`src/rtl/bsph_pkg.sv`:
```
`timescale 1ns / 1ps
package bsph_pkg;

   localparam int COORD_WIDTH = 16;
   localparam int DIFF_WIDTH = COORD_WIDTH + 1;
   localparam int SQ_WIDTH = 2 * DIFF_WIDTH;
   localparam int SUM_WIDTH = SQ_WIDTH + 2;
   localparam int AXES = 3;
   localparam int CORNERS = 8;
   localparam int CSR_INDEX_WIDTH = 3;

   typedef logic signed [COORD_WIDTH-1:0] coord_type;
   typedef logic signed [DIFF_WIDTH-1:0] diff_type;
   typedef logic [SQ_WIDTH-1:0] sq_type;
   typedef logic [SUM_WIDTH-1:0] sum_type;

   typedef enum logic [1:0] {
      REL_DISJOINT = 2'd0,
      REL_INTERSECTS = 2'd1,
      REL_CONTAINS = 2'd2
   } rel_type;

   localparam logic [1:0] MODE_BOX = 2'd0;
   localparam logic [1:0] MODE_SPHERE = 2'd1;
   localparam logic [1:0] MODE_POINT = 2'd2;
   localparam logic [1:0] MODE_UNUSED = 2'd3;

   localparam logic KIND_BOX = 1'b0;
   localparam logic KIND_SPHERE = 1'b1;

   localparam logic [CSR_INDEX_WIDTH-1:0] REG_KIND = 3'd0;
   localparam logic [CSR_INDEX_WIDTH-1:0] REG_X_LO = 3'd1;
   localparam logic [CSR_INDEX_WIDTH-1:0] REG_Y_LO = 3'd2;
   localparam logic [CSR_INDEX_WIDTH-1:0] REG_Z_LO = 3'd3;
   localparam logic [CSR_INDEX_WIDTH-1:0] REG_X_HI = 3'd4;
   localparam logic [CSR_INDEX_WIDTH-1:0] REG_Y_HI = 3'd5;
   localparam logic [CSR_INDEX_WIDTH-1:0] REG_Z_HI = 3'd6;

   // Decisions taken in the first stage that ride along with the word.
   typedef struct packed {
      logic kind;
      logic [1:0] mode;
      logic bb_disj;
      logic bb_in;
      logic bp_disj;
      logic bp_edge;
      logic bs_in;
      logic r_neg;
      logic r_pos;
      logic s_neg;
      logic r1_ge_r2;
      logic [AXES-1:0] use_a;
      logic [AXES-1:0] use_b;
   } flags_type;

   function automatic sq_type sq_mag(input diff_type v);
      logic [DIFF_WIDTH-1:0] m;
      m = v[DIFF_WIDTH-1] ? DIFF_WIDTH'(-v) : DIFF_WIDTH'(v);
      return SQ_WIDTH'(m) * SQ_WIDTH'(m);
   endfunction

endpackage

```
`src/rtl/bsph_square.sv`:
```
`timescale 1ns / 1ps
module bsph_square (
   input  logic clock,
   input  logic reset,
   input  logic in_valid,
   input  bsph_pkg::flags_type flags,
   input  bsph_pkg::diff_type a [3],
   input  bsph_pkg::diff_type b [3],
   input  bsph_pkg::diff_type rad,
   input  bsph_pkg::diff_type rsum,
   input  bsph_pkg::diff_type rdif,
   output logic valid_ff,
   output bsph_pkg::flags_type flags_ff,
   output bsph_pkg::sq_type sa_ff [3],
   output bsph_pkg::sq_type sb_ff [3],
   output bsph_pkg::sq_type rr_ff,
   output bsph_pkg::sq_type ss_ff,
   output bsph_pkg::sq_type dd_ff
);
   import bsph_pkg::*;

   sq_type sa_in [3];
   sq_type sb_in [3];
   sq_type rr_in, ss_in, dd_in;

   always_comb begin
      for (int i = 0; i < AXES; i++) begin
         sa_in[i] = sq_mag(a[i]);
         sb_in[i] = sq_mag(b[i]);
      end
      rr_in = sq_mag(rad);
      ss_in = sq_mag(rsum);
      dd_in = sq_mag(rdif);
   end

   always_ff @(posedge clock) begin
      if (reset) begin
         valid_ff <= 1'b0;
      end else begin
         valid_ff <= in_valid;
      end
   end

   always_ff @(posedge clock) begin
      flags_ff <= flags;
      sa_ff <= sa_in;
      sb_ff <= sb_in;
      rr_ff <= rr_in;
      ss_ff <= ss_in;
      dd_ff <= dd_in;
   end

endmodule

```
`config.mk`:
```
export PLATFORM = sky130hd
export DESIGN_NAME = bsph_square
export DESIGN_NICKNAME = d
export VERILOG_FILES = /design/src/rtl/bsph_pkg.sv /design/src/rtl/bsph_square.sv
export SDC_FILE = /design/constraint.sdc
export NUM_CORES = 2
export LEC_CHECK = 0
export BUFFER_PORTS_ARGS = -buffer_cell sky130_fd_sc_hd__buf_4
export CORE_MARGIN = 5
export CORE_UTILIZATION = 40
export CTS_CLUSTER_SIZE = 40
export DETAILED_ROUTE_END_ITERATION = 6
export PLACE_DENSITY_LB_ADDON = 0.25
export SETUP_SLACK_MARGIN = 0.15
export SYNTH_ARGS = -nofsm -noshare
export SYNTH_HDL_FRONTEND = slang
export SYNTH_SLANG_ARGS = --single-unit
```
`constraint.sdc`:
```
create_clock -name clock -period 10.5 [get_ports clock]
set_clock_uncertainty 0.05 [all_clocks]
set_input_delay 0.525 -clock clock [delete_from_list [all_inputs] [get_ports clock]]
set_output_delay 0.525 -clock clock [all_outputs]
set_load 0.01 [all_outputs]
```
==> Yosys cells after proc, flatten, opt, wreduce, memory -nomap -nowiden <==
Cells that the tools add are included.
{ "op_classes": {"add_sub_neg": 9, "multipliers": 9, "muxes": 9} }
{ "op_table": {"columns": ["cell", "n"], "rows": [
  ["$mul 17x17->34", 9],
  ["$mux 17", 9],
  ["$neg 17->17", 9]
]} }
{ "word_totals": {"register_bits": 325} }

==> Depth between registers and ports, before layout <==
{ "logic_depth": {"ltp_word": 3, "mapped_depth": 35} }

==> Worst setup path before layout <==
OpenSTA, ideal clock, no wires.
{ "synth_path": {"kind": "input port to flip-flop", "from": "input rdif[0]", "to": "register dd_ff[33]", "setup_ns": 0.072, "arrival_ns": 8.362, "t_required_ns": 10.378, "slack_ns": 2.016, "stages": 31, "path_buffers": 3, "path_cell_list": "clkbuf_1 > inv_2 > ha_1 > nand2b_1 > or3_1 > clkbuf_1 > o41a_1 > xnor2_1 > inv_1 > clkbuf_1 > nand2_1 > fa_1 > fa_1 > fa_1 > inv_1 > fa_1 > fa_1 > inv_1 > fa_1 > inv_1 > ha_1 > and3_1 > and3_1 > nand2b_1 > nor2_1 > a221oi_1 > o21ai_0 > or4b_2 > a31o_2 > a21oi_1 > xnor2_1"} }
{ "synth_via": {"elab_chain_len": 3} }
{ "synth_rtl": {"columns": ["item", "line_no", "text"], "rows": [
  ["start: declaration", "bsph_square.sv:11", "input bsph_pkg::diff_type rdif,"],
  ["$neg 17->17", "bsph_pkg.sv:58", "m = v[DIFF_WIDTH-1] ? DIFF_WIDTH'(-v) : DIFF_WIDTH'(v);"],
  ["$mux 17 (*)", "bsph_pkg.sv:58", null],
  ["$mul 17x17->34 (*)", "bsph_pkg.sv:59", "return SQ_WIDTH'(m) * SQ_WIDTH'(m);"],
  ["via dd_in[33]", "bsph_square.sv:24", "sq_type rr_in, ss_in, dd_in;"],
  ["end signal: assignment", "bsph_square.sv:50", "dd_ff <= dd_in;"],
  ["end: declaration", "bsph_square.sv:18", "output bsph_pkg::sq_type dd_ff"]
]} }
Mark *: on every way through the listed nets, which the timed path passes. The rest lies on a longest branch.
A chain may end at the register's enable or synchronous reset.

==> Worst setup path after layout <==
Ends and elaborated chain as after synthesis.

==> metrics.yaml <==
run_status:
  outcome: "complete, no violations"
route:
  drt-initial-drc-count: 2728
  wl_mm: 200
  wl_per_cell_um: 16.4
  drc_errors: 0
  firstDrtPassIters: 7
  ant_nets: 0
  dr_total_vias: 57806
  via_per_inst: 4.75
die:
  boundaryPins: 499
  design.die.area_sq_um: 209000
  die_w_um: 458
  rows: 164
  start_util_pct: 40.2
  die_y_um: 458
  core_sq_um: 199000
clock_tree:
  cts_tree: "yes"
  clk_pin_slew_worst_paths_ps: 60
  cts_root_buf: "clkbuf_16"
  postCtsSetupBuffers: 0
  cts.sinks: 316
  cts-htree-levels: 2
  cts_inserted_buffers: 47
  cts_buffer_depth: 3
placed_design:
  hpwl_mm: 173
  gp_congestion: 0.885
  io_buffers: 489
  post-place-ws_ps: 809
sta:
  fin_ws_ps: 873
  timing.fmax_ghz: 0.104
  period_share_pct: 91.7
  finalSetupViolCount: 0
  fin_crit_ps: 9630
  fin_setup_tns_ps: 0
  final_hold_viol_count: 0
  max_slew_margin_pct: 22.9
  maxSlewViolCount: 0
  worst_pin_slew_ps: 1150
  rsz0062_at_grt: "false"
finish:
  nets: 12318
  layout_commonest_cell: "inv_1"
  register_area_sq_um: 6330
  multi_input_area_sq_um: 63800
  fillers: 19475
  final_cell_mix: "inv_1, fa_1, ha_1, nand2_1, buf_4"
  drive_gt1_share_pct: 7.90
  area_growth_pct: 12.2
grt:
  antenna_found_initial: 5
  grt_max_degree: 19
  grt_pass1_wl_mm: 334
  grt_use_total_pct: 19.6
  grt_pass1_vias: 64255
  grt_overflow_total: 0
setup_path:
  critical_path.top_delay_family: "adder cells"
  worstPathMaxFanout: 12
  critPathLaunchType: "input pin"
  path_class: "input pin to register"
  critical-path-max-stage-delay_ps: 790
  endpoint_kind: "register"
  cp_data_required_time_ps: 11040
  arrival_ps: 10170
  cpMostUsedCell: "fa_1"
  crit_slowest_cell: "a221oi_1"
  crit_buf_inv: 8
run:
  drv_cap: 0
synth:
  syn_area_sq_um: 80100
  async_flop_share_pct: 0
  synth_cells: 8815
  synth_ff_type: "dfxtp_1"
  synth_edf_count: 0
  synth_area_per_cell_sq_um: 9.09
  synth-seq-area-share_pct: 7.90
  ys_ff_latch: 316
  yosys_warnings: 0
  ys_types: 82
min_path:
  hp-class: "input pin to register"
[cell usage after synthesis (6+ instances only)]
master	number	area share (%)
nand2_1	860	4.0
nand2b_1	40	0.31
inv_1	2575	12
inv_2	11	0.052
nor4b_1	6	0.066
o22ai_1	8	0.062
nor3_1	40	0.25
dfxtp_1	316	7.9
o21ai_0	151	0.94
xor2_1	135	1.5
a21o_1	151	1.4
a21boi_0	9	0.084
a211oi_1	11	0.10
a31oi_1	22	0.17
a221oi_1	9	0.098
buf_4	9	0.084
o21a_1	57	0.53
or4_1	19	0.18
o41ai_1	23	0.25
o31ai_1	28	0.26
nand3_1	45	0.28
and2_1	25	0.20
clkinv_1	23	0.11
nor2_1	592	2.8
nor4_1	11	0.086
o21bai_1	42	0.39
a211o_1	6	0.066
a41o_1	6	0.075
o31a_1	16	0.17
or3_1	26	0.20
clkbuf_1	143	0.67
ha_1	951	15
a2111oi_0	6	0.066
fa_1	1723	43
a21oi_1	209	1.3
xnor2_1	327	3.6
or2_2	10	0.078
nor2b_1	33	0.26
a41oi_1	6	0.066
and3_1	33	0.26
nand4_1	21	0.16
[timing repair]
item,4_1_cts,5_1_grt
resized for setup,0,0
hold buffers,36,0
hold endpoints to repair,35,0
[routing by layer]
metal	vias up	GRT usage (%)	share of wire (%)
li1	27372	-	-
met1	28883	25.2	42
met2	1300	34.8	50
met3	251	2.51	4.7
met4	0	5.13	2.8
met5	-	0	0
[logic make-up after synthesis]
logic type / share of synthesized area, %
buffers and inverters: 13.0
adder cells (fa/ha/maj): 57.9
AND/OR/NAND/NOR: 9.50
AO/OA/AOI/OAI: 6.54
XOR/XNOR: 5.12
flip-flops: 7.90
other: 0.00938
multiplexers: 0.0125
[path summary, 6_finish.rpt]
check | start | endpoint | slack, ps | cells past startpoint
worst max-delay path | rdif[0] | dd_ff[33]$_DFF_P_ | 870 | 30
worst min-delay path | rsum[1] | ss_ff[2]$_DFF_P_ | 90 | 2
[registers in the layout (all words and copies together), names as in the netlist]
register / flops
dd_ff: 33
flags_ff: 18
rr_ff: 33
sa_ff: 99
sb_ff: 99
ss_ff: 33
valid_ff: 1
[per-stage QoR]
stage                     std cells  area, sq um  utilization [%]  hold slack (ps)
final                         12167        89900             45.1             86.2
after global routing          12167        89900             45.1             39.8
after CTS                     12165        89900             45.1             5.00
after detailed placement      12041        87900             44.1              581
after global placement        12041        87900             44.1              580
after floorplan                8929        80500                -              503
[area by class of cell]
type / instances / area share, %
multi-input cells: 5847 / 71.0
clock inverters: 36 / 0.483
inverters: 2609 / 10.9
well taps: 2656 / 3.70
repair buffers: 649 / 5.52
diodes: 2 / 0.00557
clock buffers: 52 / 1.35
flip-flops and latches: 316 / 7.04
Power is not shown: default switching activity piles up to over one toggle a cycle in this logic, so the estimate is an artifact.
