$ cat src/rtl/bsph_pkg.sv
`timescale 1ns / 1ps
package bsph_pkg;

   localparam int COORD_WIDTH = 16;
   localparam int DIFF_WIDTH = COORD_WIDTH + 1;
   localparam int SQ_WIDTH = 2 * DIFF_WIDTH;
   localparam int SUM_WIDTH = SQ_WIDTH + 2;
   localparam int AXES = 3;
   localparam int CORNERS = 8;
   localparam int CSR_INDEX_WIDTH = 3;

   typedef logic signed [COORD_WIDTH-1:0] coord_type;
   typedef logic signed [DIFF_WIDTH-1:0] diff_type;
   typedef logic [SQ_WIDTH-1:0] sq_type;
   typedef logic [SUM_WIDTH-1:0] sum_type;

   typedef enum logic [1:0] {
      REL_DISJOINT = 2'd0,
      REL_INTERSECTS = 2'd1,
      REL_CONTAINS = 2'd2
   } rel_type;

   localparam logic [1:0] MODE_BOX = 2'd0;
   localparam logic [1:0] MODE_SPHERE = 2'd1;
   localparam logic [1:0] MODE_POINT = 2'd2;
   localparam logic [1:0] MODE_UNUSED = 2'd3;

   localparam logic KIND_BOX = 1'b0;
   localparam logic KIND_SPHERE = 1'b1;

   localparam logic [CSR_INDEX_WIDTH-1:0] REG_KIND = 3'd0;
   localparam logic [CSR_INDEX_WIDTH-1:0] REG_X_LO = 3'd1;
   localparam logic [CSR_INDEX_WIDTH-1:0] REG_Y_LO = 3'd2;
   localparam logic [CSR_INDEX_WIDTH-1:0] REG_Z_LO = 3'd3;
   localparam logic [CSR_INDEX_WIDTH-1:0] REG_X_HI = 3'd4;
   localparam logic [CSR_INDEX_WIDTH-1:0] REG_Y_HI = 3'd5;
   localparam logic [CSR_INDEX_WIDTH-1:0] REG_Z_HI = 3'd6;

   // Decisions taken in the first stage that ride along with the word.
   typedef struct packed {
      logic kind;
      logic [1:0] mode;
      logic bb_disj;
      logic bb_in;
      logic bp_disj;
      logic bp_edge;
      logic bs_in;
      logic r_neg;
      logic r_pos;
      logic s_neg;
      logic r1_ge_r2;
      logic [AXES-1:0] use_a;
      logic [AXES-1:0] use_b;
   } flags_type;

   function automatic sq_type sq_mag(input diff_type v);
      logic [DIFF_WIDTH-1:0] m;
      m = v[DIFF_WIDTH-1] ? DIFF_WIDTH'(-v) : DIFF_WIDTH'(v);
      return SQ_WIDTH'(m) * SQ_WIDTH'(m);
   endfunction

endpackage

$ cat src/rtl/bsph_front.sv
`timescale 1ns / 1ps
module bsph_front (
   input  logic clock,
   input  logic reset,
   input  logic in_valid,
   input  logic kind,
   input  logic [1:0] mode,
   input  bsph_pkg::coord_type ref_lo [3],
   input  bsph_pkg::coord_type ref_hi [3],
   input  bsph_pkg::coord_type obj_lo [3],
   input  bsph_pkg::coord_type obj_hi [3],
   output logic valid_ff,
   output bsph_pkg::flags_type flags_ff,
   output bsph_pkg::diff_type a_ff [3],
   output bsph_pkg::diff_type b_ff [3],
   output bsph_pkg::diff_type rad_ff,
   output bsph_pkg::diff_type rsum_ff,
   output bsph_pkg::diff_type rdif_ff
);
   import bsph_pkg::*;

   flags_type flags_in;
   diff_type a_in [3];
   diff_type b_in [3];
   diff_type rad_in, rsum_in, rdif_in;

   always_comb begin
      diff_type q, p, l, h, h_q, r_obj, r_ref;
      r_obj = diff_type'(obj_hi[0]);
      r_ref = diff_type'(ref_hi[0]);
      flags_in = '0;
      flags_in.kind = kind;
      flags_in.mode = mode;
      flags_in.bb_in = 1'b1;
      flags_in.bs_in = 1'b1;
      for (int i = 0; i < AXES; i++) begin
         q = diff_type'(obj_lo[i]);
         p = diff_type'(obj_hi[i]);
         l = diff_type'(ref_lo[i]);
         h = diff_type'(ref_hi[i]);
         a_in[i] = q - l;
         h_q = h - q;
         b_in[i] = kind ? p - l : q - h;
         if (p < l || q > h) begin
            flags_in.bb_disj = 1'b1;
         end
         if (!(q >= l && p <= h)) begin
            flags_in.bb_in = 1'b0;
         end
         if (q < l || q > h) begin
            flags_in.bp_disj = 1'b1;
         end
         if (q == l || q == h) begin
            flags_in.bp_edge = 1'b1;
         end
         if (!(a_in[i] > r_obj && h_q > r_obj)) begin
            flags_in.bs_in = 1'b0;
         end
         // Clamp selection: box reference tests against the query radius,
         // sphere reference clamps its center to the query box.
         if (kind == KIND_BOX) begin
            flags_in.use_a[i] = (a_in[i] <= r_obj);
            flags_in.use_b[i] = !(a_in[i] <= r_obj) && (h_q <= r_obj);
         end else begin
            flags_in.use_a[i] = (l < q);
            flags_in.use_b[i] = !(l < q) && (l > p);
         end
      end
      rad_in = kind ? r_ref : r_obj;
      rsum_in = r_ref + r_obj;
      rdif_in = r_ref - r_obj;
      flags_in.r_neg = rad_in[DIFF_WIDTH-1];
      flags_in.r_pos = !rad_in[DIFF_WIDTH-1] && (rad_in != '0);
      flags_in.s_neg = rsum_in[DIFF_WIDTH-1];
      flags_in.r1_ge_r2 = !rdif_in[DIFF_WIDTH-1];
   end

   always_ff @(posedge clock) begin
      if (reset) begin
         valid_ff <= 1'b0;
      end else begin
         valid_ff <= in_valid;
      end
   end

   always_ff @(posedge clock) begin
      flags_ff <= flags_in;
      a_ff <= a_in;
      b_ff <= b_in;
      rad_ff <= rad_in;
      rsum_ff <= rsum_in;
      rdif_ff <= rdif_in;
   end

endmodule

$ cat config.mk
export PLATFORM = sky130hd
export DESIGN_NAME = bsph_front
export DESIGN_NICKNAME = d
export VERILOG_FILES = /design/src/rtl/bsph_pkg.sv /design/src/rtl/bsph_front.sv
export SDC_FILE = /design/constraint.sdc
export NUM_CORES = 1
export LEC_CHECK = 0
export ABC_AREA = 1
export BUFFER_PORTS_ARGS = -buffer_cell sky130_fd_sc_hd__buf_2
export CAP_MARGIN = 20
export CELL_PAD_IN_SITES_DETAIL_PLACEMENT = 1
export CELL_PAD_IN_SITES_GLOBAL_PLACEMENT = 1
export CORE_UTILIZATION = 29
export CTS_CLUSTER_DIAMETER = 60
export DETAILED_ROUTE_END_ITERATION = 6
export PLACE_DENSITY_LB_ADDON = 0.12
export SYNTH_ARGS = -nofsm -noshare
export SYNTH_HDL_FRONTEND = slang
export SYNTH_SLANG_ARGS = --single-unit
export TNS_END_PERCENT = 20
$ cat constraint.sdc
create_clock -name clock -period 3.6 [get_ports clock]
set_input_delay 0.36 -clock clock [delete_from_list [all_inputs] [get_ports clock]]
set_output_delay 0.36 -clock clock [all_outputs]
set_load 0.02 [all_outputs]
# Yosys cells after proc, flatten, opt, wreduce, memory -nomap -nowiden
# Index checks and enable logic that the tools add are counted.
[totals] word_cells=127 input_bits=198 output_inout_bits=172 register_bits=172
[op_classes] muxes=15 n_lt_le_gt_ge=33 eq_ne=6 n_addsub=14 reduce_logical=36
[op_table] operator="subtractor 16 x 16 -> 17 bit" count=13
[op_table] operator="less-than comparator 16 bit" count=9
[op_table] operator="greater-than comparator 17 x 16 -> 1 bit" count=6
[op_table] operator="less-or-equal comparator 17 x 16 -> 1 bit" count=6
[op_table] operator="== test 16 bit" count=6
[op_table] operator="greater-than comparator 16 bit" count=6
[op_table] operator="2-to-1 mux 17 bit" count=4
[op_table] operator=">= comparator 16 bit" count=3
[op_table] operator="less-or-equal comparator 16 bit" count=3
[op_table] operator="adder 16 x 16 -> 17 bit" count=1
[op_table] operator="nonzero test 17 bit" count=1
[op_table] operator="logical AND 1 bit" count=13
[op_table] operator="2-to-1 mux 1 bit" count=11
[op_table] operator="logical OR 1 bit" count=9
[op_table] operator="zero test 1 bit" count=8
[op_table] operator="OR reduction 2 bit" count=3
[op_table] operator="AND reduction 2 bit" count=2

# Depth between registers and ports, before layout
[logic_depth] ltp_word=5 ltp_mapped=26 depth_no_buf=25

# Least setup slack after synthesis
# OpenSTA, ideal clock, no wires.
[synth_timing] path_type="in2reg" startpoint="in obj_lo[32] in the netlist's numbering" endpoint="reg flags_ff[0] in the netlist's numbering" cell_stages=20 path_slack_ps=702 required_time_ps=3526 arrival_time_ps=2824 setup_ps=74 path_buffers=0 path_cell_list="inv_1 -> ha_1 -> fa_1 -> o21ai_1 -> a21oi_1 -> o21ai_2 -> nand2_1 -> nand2_1 -> nand2_1 -> o21ai_0 -> inv_1 -> ha_1 -> nand4_1 -> nor2_1 -> nand3b_1 -> nand3_1 -> nand2_1 -> nand2_1 -> nand2_1 -> o21ai_0"
[synth_rtl] element="from (decl)" line_no="bsph_front.sv:10" text="input bsph_pkg::coord_type obj_lo [3],"
[synth_rtl] element="to (signal assigned)" line_no="bsph_front.sv:87" text="flags_ff <= flags_in;"
[synth_rtl] element="to (decl)" line_no="bsph_front.sv:13" text="output bsph_pkg::flags_type flags_ff,"

==> summary.txt <==
Die
  – Starting Density: 0.2928
  – I/O Pins: 370
  – Core area: approximately 67000 µm²
  – Chip Width: between 200 and 300 µm
  – Die Ht: about 260 µm
  – Full die area: 68850 µm²
  – # rows: 95

Yosys
  – Cell with the most instances after synthesis: nand2_1
  – Yosys warnings: 0
  – Synth cell count leaders: nand2_1 (724), inv_1 (479), ha_1 (367)
  – Ranking of synthesized cells by area: ha_1 (23%), dfxtp_1 (17%), nand2_1 (14%)
  – Post-synthesis cell count: 2992
  – Cell taking the most area after synthesis: ha_1
  – Synth top area share: 0.2335
  – Mapped cell area: around 20000 µm²
  – Syn nets: between 3000 and 4000
  – Synth Register Bits: 168
  – Asr flop ratio synth: 0
  – Yosys cell types: 50
  – Post-synth EDFFs: 0
  – Post-Syn Area per Cell: 6.572 µm²
  – Sequential fraction of the synthesis area: 0.1710
  – Top_reg_cell synth: dfxtp_1

STA
  – Part of the cycle the worst path needs: 0.8610
  – Final worst slack: 500.3 ps
  – Slew @ Worst Pin: just under 800 ps
  – RSZ-0062 raised after global routing: false
  – Max-slew violation count: 0
  – Final setup viols: 0
  – Rel. slew slack: 0.4753
  – Hold Vio Cnt, Final: 0
  – Fmax: 322.6 MHz
  – Tmin final: 3100 ps

Clock tree
  – TritonCTS clock tree: built
  – Clock Path Buffers: 2
  – CTS H-tree lvls: 4
  – CTS Root Cell: clkbuf_16
  – Total CTS buffers: 17
  – Clock Pin Slew Worst Setup and Hold Paths: ~80 ps
  – Cts repair resizes: 0
  – CTS Sinks: 168

Detailed routing
  – Routed Antenna Nets: 0
  – Routed wire length: 88.72 mm
  – # DRC: 0
  – Via density: 4.909
  – Via count: 21010
  – Post-DR wirelength/cell: 20.73 µm
  – Router iterations before antenna repair: 7
  – 1st-iter DRT viols: 730

Layout
  – Non-Filler Instances: 4280
  – Antenna diodes: 0
  – Layout cells sized above 1: 0.1491
  – P&R area growth vs syn: 19.40%
  – Nets@finish: 3973

Min path
  – HP Class: in2reg
  – Hold EP: valid_ff$_SDFF_PP0_
  – Hold depth: 3
  – Beginning of the worst hold path: in_valid

Critical path
  – Crit-path max FO: 4
  – CP most frequent cell: nand2_1
  – Setup crit start: obj_lo[32]
  – Crit-path leading delay family: compound AO/OA/AOI/OAI gates
  – Critical path buffer and inverter count: 3
  – Slowest-stage cell, CP: fa_1
  – CP Data Required Time: 4030 ps
  – CP Data Arrival Time: 3530 ps
  – CP Cell Sequence: buf_2 > inv_1 > ha_1 > fa_1 > o21ai_1 > a21oi_1 > o21ai_2 > nand2_1 > nand2_1 > nand2_1 > o21ai_0 > inv_1 > ha_1 > a21oi_1 > o21ai_0 > nor2_1 > nand4_1 > nand2_1 > nand2_1 > o21ai_0
  – CP max stage delay: 410 ps
  – Critical path class: in2reg
  – CP endpoint kind: flop
  – Startpoint types: input pin

Outcome
  – Run status: completed

Placement
  – Pre-CTS setup slack: -38.36 ps
  – Hpwl dp: 77.64 mm
  – Gpl congestion: around 0.91
  – Input/output buffers: approximately 370
  – Placed Instances: 4245

Global route
  – Initial antenna violation count: 8
  – Largest net degree at the start of global routing: 58
  – Number of global-route vias before repair: 22490
  – Global-route wire length before repair: 133.1 mm
  – GRT Total Usage: 0.2553
  – Congestion Overflow GR: 0

Pwr
  – Overall power: a little under 9 mW
  – Worst VDD drop: a little under 0.3 mV
  – Pwr Density: 381.0 nW/µm²
  – Leakage power: 13.20 nW

Job
  – Maximum Capacitance Violations: 0
sequential cells by signal (all words and copies together) (netlist names):
name and flops:
rdif_ff 17, valid_ff 1, rsum_ff 15, a_ff 51, rad_ff 16, flags_ff 17
b_ff 51
per-stage QoR:
stage / util / instance area, µm² / setup TNS [ps] / hold WS (ps)
after floorplan: - / 19660 / 0 / 387.7
after CTS: 0.3496 / 23480 / 0 / 27.34
after global routing: 0.3496 / 23480 / 0 / 54.59
final: 0.3496 / 23480 / 0 / 63.18
after detailed placement: 0.3399 / 22830 / -65.58 / 464.9
after global placement: 0.3399 / 22830 / 0 / 462.6
logic make-up after synthesis:
logic type	after synthesis	synth area share
AO/OA/AOI/OAI	572	0.1644
XOR/XNOR	126	0.05612
adder cells (fa/ha/maj)	381	0.2478
buffers and inverters	541	0.1081
flip-flops	168	0.1710
multiplexers	6	0.003055
AND/OR/NAND/NOR	1198	0.2494
worst max-delay path by stage:
stage                               to  cells after the start
3_5_place_dp       flags_ff[0]$_DFF_P_                     20
2_1_floorplan      flags_ff[0]$_DFF_P_                     20
5_1_grt            flags_ff[0]$_DFF_P_                     20
3_3_place_gp   flags_ff[10]$_SDFF_PN0_                     22
4_1_cts            flags_ff[0]$_DFF_P_                     20
6_report           flags_ff[0]$_DFF_P_                     20
repair_timing:
action                    CTS  global route
setup buffers               0             0
hold endpoints to repair    3             0
hold buffers                3             0
power breakdown:
part | switching (mW) | total [mW] | internal (mW) | leakage [nW]
clock | 0.983 | 2.10 | 1.11 | 0.301
combinational | 2.99 | 4.52 | 1.52 | 11.5
sequential | 0.129 | 2.33 | 2.21 | 1.42
layer usage:
layer / track usage / part of all wire
met5: 0 / 0.00080
met4: 0.07599 / 0.026
met3: 0.03298 / 0.028
met2: 0.4713 / 0.50
met1: 0.3049 / 0.44
cells in the final DEF, fill, tap and decap left out, types with 17 or more instances in the layout:
cell,synthesis,routed
clkbuf_16,0,17
inv_1,479,479
xnor2_1,22,22
nand4_1,29,29
buf_2,34,368
dfxtp_1,168,168
nand3_1,120,120
o21bai_1,44,44
nor3_1,33,33
nand2_1,724,724
a21oi_1,259,259
ha_1,367,367
buf_4,8,71
a21o_1,34,34
o21ai_0,159,159
nor2_1,245,245
xor2_1,104,104
layout make-up:
| cell class | instances | area (µm²) |
|---|---|---|
| fillers | 8719 | 43680 |
| repair buffers | 443 | 2425 |
| well taps | 873 | 1092 |
| clock buffers | 18 | 429.2 |
| flip-flops and latches | 168 | 3363 |
| clock inverters | 14 | 188.9 |
| multi-input cells | 2283 | 14170 |
| inverters | 481 | 1805 |
(Power assumes the default switching activity.)
