`config.mk`:
```
export PLATFORM = sky130hd
export DESIGN_NAME = bsph_reduce
export DESIGN_NICKNAME = d
export VERILOG_FILES = /design/src/rtl/bsph_pkg.sv /design/src/rtl/bsph_reduce.sv
export SDC_FILE = /design/constraint.sdc
export NUM_CORES = 2
export LEC_CHECK = 0
export ABC_CLOCK_PERIOD_IN_PS = 7650
export BUFFER_PORTS_ARGS = -buffer_cell sky130_fd_sc_hd__buf_2
export CAP_MARGIN = 20
export CORE_ASPECT_RATIO = 0.5
export CORE_MARGIN = 3
export CORE_UTILIZATION = 40
export CTS_CLUSTER_DIAMETER = 200
export DETAILED_ROUTE_END_ITERATION = 6
export HOLD_SLACK_MARGIN = 0.12
export PLACE_DENSITY_LB_ADDON = 0.25
export SLEW_MARGIN = 20
export SYNTH_ARGS = -nofsm -noshare
export SYNTH_HDL_FRONTEND = slang
export SYNTH_SLANG_ARGS = --single-unit
```
`constraint.sdc`:
```
create_clock -name clock -period 7.65 [get_ports clock]
set_input_delay 0.765 -clock clock [delete_from_list [all_inputs] [get_ports clock]]
set_output_delay 0.765 -clock clock [all_outputs]
set_load 0.005 [all_outputs]
```
`src/rtl/bsph_pkg.sv`:
```
`timescale 1ns / 1ps
package bsph_pkg;

   localparam int COORD_WIDTH = 16;
   localparam int DIFF_WIDTH = COORD_WIDTH + 1;
   localparam int SQ_WIDTH = 2 * DIFF_WIDTH;
   localparam int SUM_WIDTH = SQ_WIDTH + 2;
   localparam int AXES = 3;
   localparam int CORNERS = 8;
   localparam int CSR_INDEX_WIDTH = 3;

   typedef logic signed [COORD_WIDTH-1:0] coord_type;
   typedef logic signed [DIFF_WIDTH-1:0] diff_type;
   typedef logic [SQ_WIDTH-1:0] sq_type;
   typedef logic [SUM_WIDTH-1:0] sum_type;

   typedef enum logic [1:0] {
      REL_DISJOINT = 2'd0,
      REL_INTERSECTS = 2'd1,
      REL_CONTAINS = 2'd2
   } rel_type;

   localparam logic [1:0] MODE_BOX = 2'd0;
   localparam logic [1:0] MODE_SPHERE = 2'd1;
   localparam logic [1:0] MODE_POINT = 2'd2;
   localparam logic [1:0] MODE_UNUSED = 2'd3;

   localparam logic KIND_BOX = 1'b0;
   localparam logic KIND_SPHERE = 1'b1;

   localparam logic [CSR_INDEX_WIDTH-1:0] REG_KIND = 3'd0;
   localparam logic [CSR_INDEX_WIDTH-1:0] REG_X_LO = 3'd1;
   localparam logic [CSR_INDEX_WIDTH-1:0] REG_Y_LO = 3'd2;
   localparam logic [CSR_INDEX_WIDTH-1:0] REG_Z_LO = 3'd3;
   localparam logic [CSR_INDEX_WIDTH-1:0] REG_X_HI = 3'd4;
   localparam logic [CSR_INDEX_WIDTH-1:0] REG_Y_HI = 3'd5;
   localparam logic [CSR_INDEX_WIDTH-1:0] REG_Z_HI = 3'd6;

   // Decisions taken in the first stage that ride along with the word.
   typedef struct packed {
      logic kind;
      logic [1:0] mode;
      logic bb_disj;
      logic bb_in;
      logic bp_disj;
      logic bp_edge;
      logic bs_in;
      logic r_neg;
      logic r_pos;
      logic s_neg;
      logic r1_ge_r2;
      logic [AXES-1:0] use_a;
      logic [AXES-1:0] use_b;
   } flags_type;

   function automatic sq_type sq_mag(input diff_type v);
      logic [DIFF_WIDTH-1:0] m;
      m = v[DIFF_WIDTH-1] ? DIFF_WIDTH'(-v) : DIFF_WIDTH'(v);
      return SQ_WIDTH'(m) * SQ_WIDTH'(m);
   endfunction

endpackage

```
`src/rtl/bsph_reduce.sv`:
```
`timescale 1ns / 1ps
module bsph_reduce (
   input  logic clock,
   input  logic reset,
   input  logic in_valid,
   input  bsph_pkg::flags_type flags,
   input  bsph_pkg::sq_type sa [3],
   input  bsph_pkg::sq_type sb [3],
   input  bsph_pkg::sq_type rr,
   input  bsph_pkg::sq_type ss,
   input  bsph_pkg::sq_type dd,
   output logic out_valid_ff,
   output bsph_pkg::rel_type rel_ff
);
   import bsph_pkg::*;

   // Sum stage: eight corner distances and the clamped distance.
   logic sum_valid_ff;
   flags_type flags_ff;
   sum_type corner_ff [CORNERS];
   sum_type corner_in [CORNERS];
   sum_type clamp_ff, clamp_in;
   sq_type rr_ff, ss_ff, dd_ff;
   rel_type rel_in;

   always_comb begin
      for (int k = 0; k < CORNERS; k++) begin
         corner_in[k] = '0;
         for (int i = 0; i < AXES; i++) begin
            corner_in[k] = corner_in[k] + SUM_WIDTH'(k[i] ? sb[i] : sa[i]);
         end
      end
      clamp_in = '0;
      for (int i = 0; i < AXES; i++) begin
         if (flags.use_a[i]) begin
            clamp_in = clamp_in + SUM_WIDTH'(sa[i]);
         end else if (flags.use_b[i]) begin
            clamp_in = clamp_in + SUM_WIDTH'(sb[i]);
         end
      end
   end

   always_ff @(posedge clock) begin
      if (reset) begin
         sum_valid_ff <= 1'b0;
         out_valid_ff <= 1'b0;
      end else begin
         sum_valid_ff <= in_valid;
         out_valid_ff <= sum_valid_ff;
      end
   end

   always_ff @(posedge clock) begin
      flags_ff <= flags;
      corner_ff <= corner_in;
      clamp_ff <= clamp_in;
      rr_ff <= rr;
      ss_ff <= ss;
      dd_ff <= dd;
      rel_ff <= rel_in;
   end

   // Decision stage. The all-low corner is the plain center distance.
   always_comb begin
      logic all_in;
      logic near;
      sum_type rr_w, ss_w, dd_w, ctr_d2;
      rr_w = SUM_WIDTH'(rr_ff);
      ss_w = SUM_WIDTH'(ss_ff);
      dd_w = SUM_WIDTH'(dd_ff);
      ctr_d2 = corner_ff[0];
      all_in = !flags_ff.r_neg;
      for (int k = 0; k < CORNERS; k++) begin
         if (corner_ff[k] > rr_w) begin
            all_in = 1'b0;
         end
      end
      near = (clamp_ff <= rr_w);
      rel_in = REL_DISJOINT;
      if (flags_ff.kind == KIND_BOX) begin
         case (flags_ff.mode)
            MODE_BOX: begin
               rel_in = flags_ff.bb_disj ? REL_DISJOINT :
                        flags_ff.bb_in ? REL_CONTAINS : REL_INTERSECTS;
            end
            MODE_SPHERE: begin
               rel_in = flags_ff.bs_in ? REL_CONTAINS :
                        near ? REL_INTERSECTS : REL_DISJOINT;
            end
            MODE_POINT: begin
               rel_in = flags_ff.bp_disj ? REL_DISJOINT :
                        flags_ff.bp_edge ? REL_INTERSECTS : REL_CONTAINS;
            end
            default: rel_in = REL_DISJOINT;
         endcase
      end else begin
         case (flags_ff.mode)
            MODE_BOX: begin
               rel_in = all_in ? REL_CONTAINS :
                        near ? REL_INTERSECTS : REL_DISJOINT;
            end
            MODE_SPHERE: begin
               if (flags_ff.s_neg || ctr_d2 > ss_w) begin
                  rel_in = REL_DISJOINT;
               end else if (flags_ff.r1_ge_r2 && ctr_d2 <= dd_w) begin
                  rel_in = REL_CONTAINS;
               end else begin
                  rel_in = REL_INTERSECTS;
               end
            end
            MODE_POINT: begin
               if (flags_ff.r_neg || ctr_d2 > rr_w) begin
                  rel_in = REL_DISJOINT;
               end else if (flags_ff.r_pos && ctr_d2 < rr_w) begin
                  rel_in = REL_CONTAINS;
               end else begin
                  rel_in = REL_INTERSECTS;
               end
            end
            default: rel_in = REL_DISJOINT;
         endcase
      end
   end

endmodule

```
Yosys cells after proc, flatten, opt, wreduce, memory -nomap -nowiden
Index checks and enable logic that the tools add are counted.
{ "totals": {"output_inout_bits": 3, "in_bits": 327, "reg_bits": 442, "elab_cells": 90} }
{ "classes": {"add_sub_neg": 16, "eq_ne": 2, "n_mux": 28, "reduce_logical": 6, "magnitude_cmp": 12} }
{ "op_table": {"columns": ["cell", "n"], "rows": [
  ["$gt 36x34->1", 9],
  ["$add 36x34->36", 8],
  ["$add 35x34->36", 4],
  ["$mux 36", 4],
  ["$add 34x34->35", 4],
  ["$le 36x34->1", 2],
  ["$mux 34", 2],
  ["$lt 36x34->1", 1],
  ["$mux 2", 11],
  ["$pmux 2 s3", 2],
  ["$mux 1", 9],
  ["$eq 2x1->1 const B", 1],
  ["$eq 2x2->1 const B", 1],
  ["$logic_and 1x1->1", 2],
  ["$logic_not 2->1", 1],
  ["$logic_or 1x1->1", 2],
  ["$logic_not 1->1", 1]
]} }

Longest topological paths before layout
{ "logic_depth": {"ltp_word": 12, "mapped_depth": 29, "depth_no_buf": 26} }

Least setup slack after synthesis
Ideal clock, no wire load.
{ "synth_timing": {"kind": "input to register", "start": "in flags[3] (netlist name)", "end": "reg clamp_ff[32]", "t_required_ps": 7517, "arrival_ps": 6279, "path_stages": 29, "n_path_buf": 3, "setup_ps": 133, "slack_ps": 1238, "path_cell_list": "clkbuf_1 > nor2b_1 > clkbuf_1 > clkbuf_1 > a22oi_1 > inv_1 > ha_1 > a211oi_1 > o211ai_1 > a31oi_1 > o311ai_1 > a21o_1 > a21o_1 > xnor2_1 > nand2_1 > o211a_1 > a31o_1 > ha_1 > and3_1 > and4_1 > o21a_1 > nor4_1 > a211oi_1 > a31o_2 > a221oi_1 > o21ai_1 > xor2_1 > a211oi_1 > a21oi_1"} }
{ "synth_via": {"elab_chain_cells": 7, "elab_cells_between_ends": 9, "classes_between": "add/sub (4); mux (5)"} }
{ "synth_lines": {"columns": ["element", "line_no", "rtl"], "rows": [
  ["start, declared", "bsph_reduce.sv:6", "input bsph_pkg::flags_type flags,"],
  ["$mux 34 *", "bsph_reduce.sv:35", "if (flags.use_a[i]) begin"],
  ["$add 36x34->36", "bsph_reduce.sv:38", "clamp_in = clamp_in + SUM_WIDTH'(sb[i]);"],
  ["$mux 36", "bsph_reduce.sv:37", "end else if (flags.use_b[i]) begin"],
  ["$mux 36 *", "bsph_reduce.sv:35", null],
  ["$add 36x34->36", "bsph_reduce.sv:38", null],
  ["$mux 36", "bsph_reduce.sv:37", null],
  ["$mux 36 *", "bsph_reduce.sv:35", null],
  ["via clamp_in[32]", "bsph_reduce.sv:22", "sum_type clamp_ff, clamp_in;"],
  ["end signal, assigned", "bsph_reduce.sv:56", "clamp_ff <= clamp_in;"],
  ["end, declared", "bsph_reduce.sv:22", null]
]} }
Mark *: on every way through the listed nets, which the timed path passes. The rest lies on a longest branch.
A chain may end at the register's enable or synchronous reset.

Final worst setup path
Ends and elaborated chain as after synthesis.

==> metrics <==
run status complete, no violations; starting density of the core 40.9%; Primary FF master, synth sky130_fd_sc_hd__dfxtp_1; sequential share of the synthesized area between 10% and 20%; area fraction of the dominant cell type after synthesis around a quarter; Worst Hold Path EP dd_ff[28]; Setup Viol. Count Final 0; overall routing resource usage between 30% and 40%; CP max stage delay between 0.4 and 0.5 ns; number of I/O port buffers approximately 330; Hold/Removal Path Class input port to flip-flop; max_cap viols 0; die area roughly 120000 um2; number of hold buffers added after cts 0; power per standard cell area roughly 280 nW/um2; worst hold path depth 1; family with the most delay on the worst path compound AO/OA/AOI/OAI gates; DP Cell Count between 7000 and 8000; first drt pass iteration count 7; summed instance area of the synthesized netlist between 40000 and 50000 um2; total overflow reported by the global router 0; critical path required time between 8 and 9 ns; slew of the pin with the lowest slew margin about 1.3 ns; post-CTS clock slew at the launch and capture registers of the worst setup and hold paths ~0.060 ns; Startpoint Class input port; remaining routing DRC violations 0; antenna violations before repair 20; leading area contributor after synthesis sky130_fd_sc_hd__ha_1; static power due to leakage 24.5 nW; Final Hold Vio Count 0; distinct cell type count after synthesis 88; max frequency around 0.16 GHz; buffers plus inverters on the worst setup path 3; Root Buffer Master sky130_fd_sc_hd__clkbuf_16; dominant cell type by count on the critical path sky130_fd_sc_hd__o21ai_1; setup repair after global routing missed its margin no; leading cell type in the layout, fill and taps excluded sky130_fd_sc_hd__ha_1; register bit count reported by yosys about 440; ys async rst share 0%; Nets 6967; worst slew margin relative to its limit between 10% and 20%; maximum clock skew at final layout between 0.015 and 0.02 ns; # clock sinks approximately 440; Post-CTS Resized 0; TritonCTS clock tree done; layout cell share with drive strength beyond 1 9.21%; CP Max Fanout 25; total vias in the final route 43583; accumulated negative setup slack 0 ns; number of buffers inserted by post-CTS setup repair 0; core area about 110000 um2; overall die width between 400 and 500 um; endpoint kind of the worst setup timing path flip-flop; synth top area cells sky130_fd_sc_hd__ha_1 26%, sky130_fd_sc_hd__dfxtp_1 20%, sky130_fd_sc_hd__a21o_1 6.5%, sky130_fd_sc_hd__a21oi_1 6.2%, sky130_fd_sc_hd__xnor2_1 5.8%; final period utilization a little over four fifths; Detail Placement HPWL around 160 mm; post-synthesis instance total 5305; highest-count cells in the layout ignoring fill and taps 921 x sky130_fd_sc_hd__ha_1, 551 x sky130_fd_sc_hd__a21oi_1, 442 x sky130_fd_sc_hd__dfxtp_1; count of standard-cell rows 85; Die H about 240 um; CTS H-tree lvls 2; worst setup path class input port to flip-flop; Warnings, synthesis 0; maximum buffer depth of the clock tree 3; worst voltage drop across the vdd grid 0.000172 V; post-route antenna net violation count 0; clock period minus final worst setup slack between 6 and 7 ns; Final Max Slew Viols 0; total CTS buffers between 50 and 60; net count after synthesis about 6600; 1st-iter DRT viols around 4300; Filler cells about 11000; hold path startpoint dd[28]; routability-driven placement congestion ratio ~1.0; total power draw 14.1 mW; clock latency on the worst-skew pair slightly above 0.6 ns; post-route cell area 50100 um2; RR Endpoint rel_ff[0]; count of flip-flops with a built-in enable after synthesis 0; depth of the most critical reg-to-reg path 13; via count of the first global-routing pass 41011; maximum number of pins on one net before global-route repair between 50 and 60; cell with the biggest individual delay on the critical path sky130_fd_sc_hd__a221oi_1; total placed instance area between 40000 and 50000 um2; Avg Inst Size Synth around 8.4 um2; number of cells in the finished layout apart from fillers approximately 7200; sequential standard cell area 8850 um2; area of the multi-input gates ~35000 um2; source of the worst register-to-register timing path rr_ff[1]; detail-routed via count per cell between 6 and 7; r2r setup slk between 3 and 4 ns; routed wire length ~180 mm; Boundary Pins 330; area added between synthesis and finish 12.5%; global-route wire length before repair between 200 and 300 mm; Layout Utilization roughly 46%; data arrival time at the worst-slack endpoint roughly 7 ns; DR WL/cell between 20 and 30 um
how the worst max path moves through the flow:
| stage | startpoint | to | slack (ns) | cells after the start |
|---|---|---|---|---|
| floorplan | flags[3] | clamp_ff[32] | 1.24 | 29 |
| global placement | flags[0] | clamp_ff[32] | 0.62 | 28 |
| detailed placement | flags[3] | clamp_ff[32] | 0.62 | 27 |
| CTS | flags[3] | clamp_ff[32] | 1.25 | 27 |
| global route | flags[0] | clamp_ff[32] | 0.79 | 28 |
| finish | flags[3] | clamp_ff[32] | 1.22 | 28 |
synthesized netlist by cell type, types with 18 or more instances:
library cell / number
sky130_fd_sc_hd__o211ai_1: 35
sky130_fd_sc_hd__nand2_1: 292
sky130_fd_sc_hd__nor4_1: 22
sky130_fd_sc_hd__o31ai_1: 31
sky130_fd_sc_hd__xnor2_1: 296
sky130_fd_sc_hd__nand2b_1: 61
sky130_fd_sc_hd__a21o_1: 385
sky130_fd_sc_hd__mux2i_1: 19
sky130_fd_sc_hd__a22o_1: 32
sky130_fd_sc_hd__o21ai_1: 88
sky130_fd_sc_hd__o21bai_1: 80
sky130_fd_sc_hd__o21a_1: 103
sky130_fd_sc_hd__a31oi_1: 48
sky130_fd_sc_hd__and3_1: 42
sky130_fd_sc_hd__nor2_1: 314
sky130_fd_sc_hd__a211oi_1: 75
sky130_fd_sc_hd__a211o_1: 18
sky130_fd_sc_hd__o21ai_0: 225
sky130_fd_sc_hd__xor2_1: 153
sky130_fd_sc_hd__nor2b_1: 82
sky130_fd_sc_hd__nor3_1: 93
sky130_fd_sc_hd__ha_1: 921
sky130_fd_sc_hd__or3_1: 31
sky130_fd_sc_hd__dfxtp_1: 442
sky130_fd_sc_hd__clkbuf_1: 50
sky130_fd_sc_hd__nand4_1: 103
sky130_fd_sc_hd__nand3_1: 98
sky130_fd_sc_hd__a21oi_1: 551
sky130_fd_sc_hd__and4_1: 26
sky130_fd_sc_hd__inv_1: 258
sky130_fd_sc_hd__and2_1: 33
cell type report:
cell class,instances,area share [%]
multi-input cells,4546,68.9
repair buffers,399,4.33
clock buffers,72,2.94
diodes,16,0.0799
flip-flops and latches,442,17.6
inverters,263,1.97
clock inverters,22,0.439
well taps,1479,3.69
flip-flops by register name (all words and copies together) (netlist names):
name / cells
corner_ff: 288
clamp_ff: 36
dd_ff: 34
rr_ff: 34
ss_ff: 34
flags_ff: 12
rel_ff: 2
out_valid_ff: 1
sum_valid_ff: 1
kinds of logic (layout without fill, tap and decap cells):
kind of cell | Yosys count | count (layout) | share of synthesized area (%)
compound gates | 1891 | 1891 | 27.7
xor+xnor | 449 | 449 | 8.83
fa+ha+maj | 937 | 937 | 26.6
buf+inv | 317 | 756 | 2.68
flops | 442 | 442 | 19.9
mux | 19 | 19 | 0.427
other cells | 0 | 16 | 0
simple gates | 1250 | 1250 | 13.9
per-stage QoR:
| stage | hold slack (ns) | setup slack, ns |
|---|---|---|
| final | 0.248 | 1.22 |
| after global routing | 0.222 | 0.789 |
| after CTS | 0.216 | 1.25 |
| after detailed placement | 0.426 | 0.624 |
| after global placement | 0.422 | 0.624 |
| after floorplan | 0.414 | 1.24 |
per-layer routing:
metal  vias up  wire [um]  share of wire (%)  GRT usage (%)
li1      20689          -                  -              -
met4         4       5400                2.9           8.71
met3       240      22000                 12           8.60
met2      1980      69900                 38           41.6
met5         -         27              0.015              0
met1     20670      87000                 47           45.0
where the power goes:
part	switching, mW	total (mW)	internal [mW]
logic	4.69	7.99	3.30
registers	0.438	3.61	3.17
clock network	1.05	2.50	1.45
No activity file was read; power rests on OpenSTA's default activity.
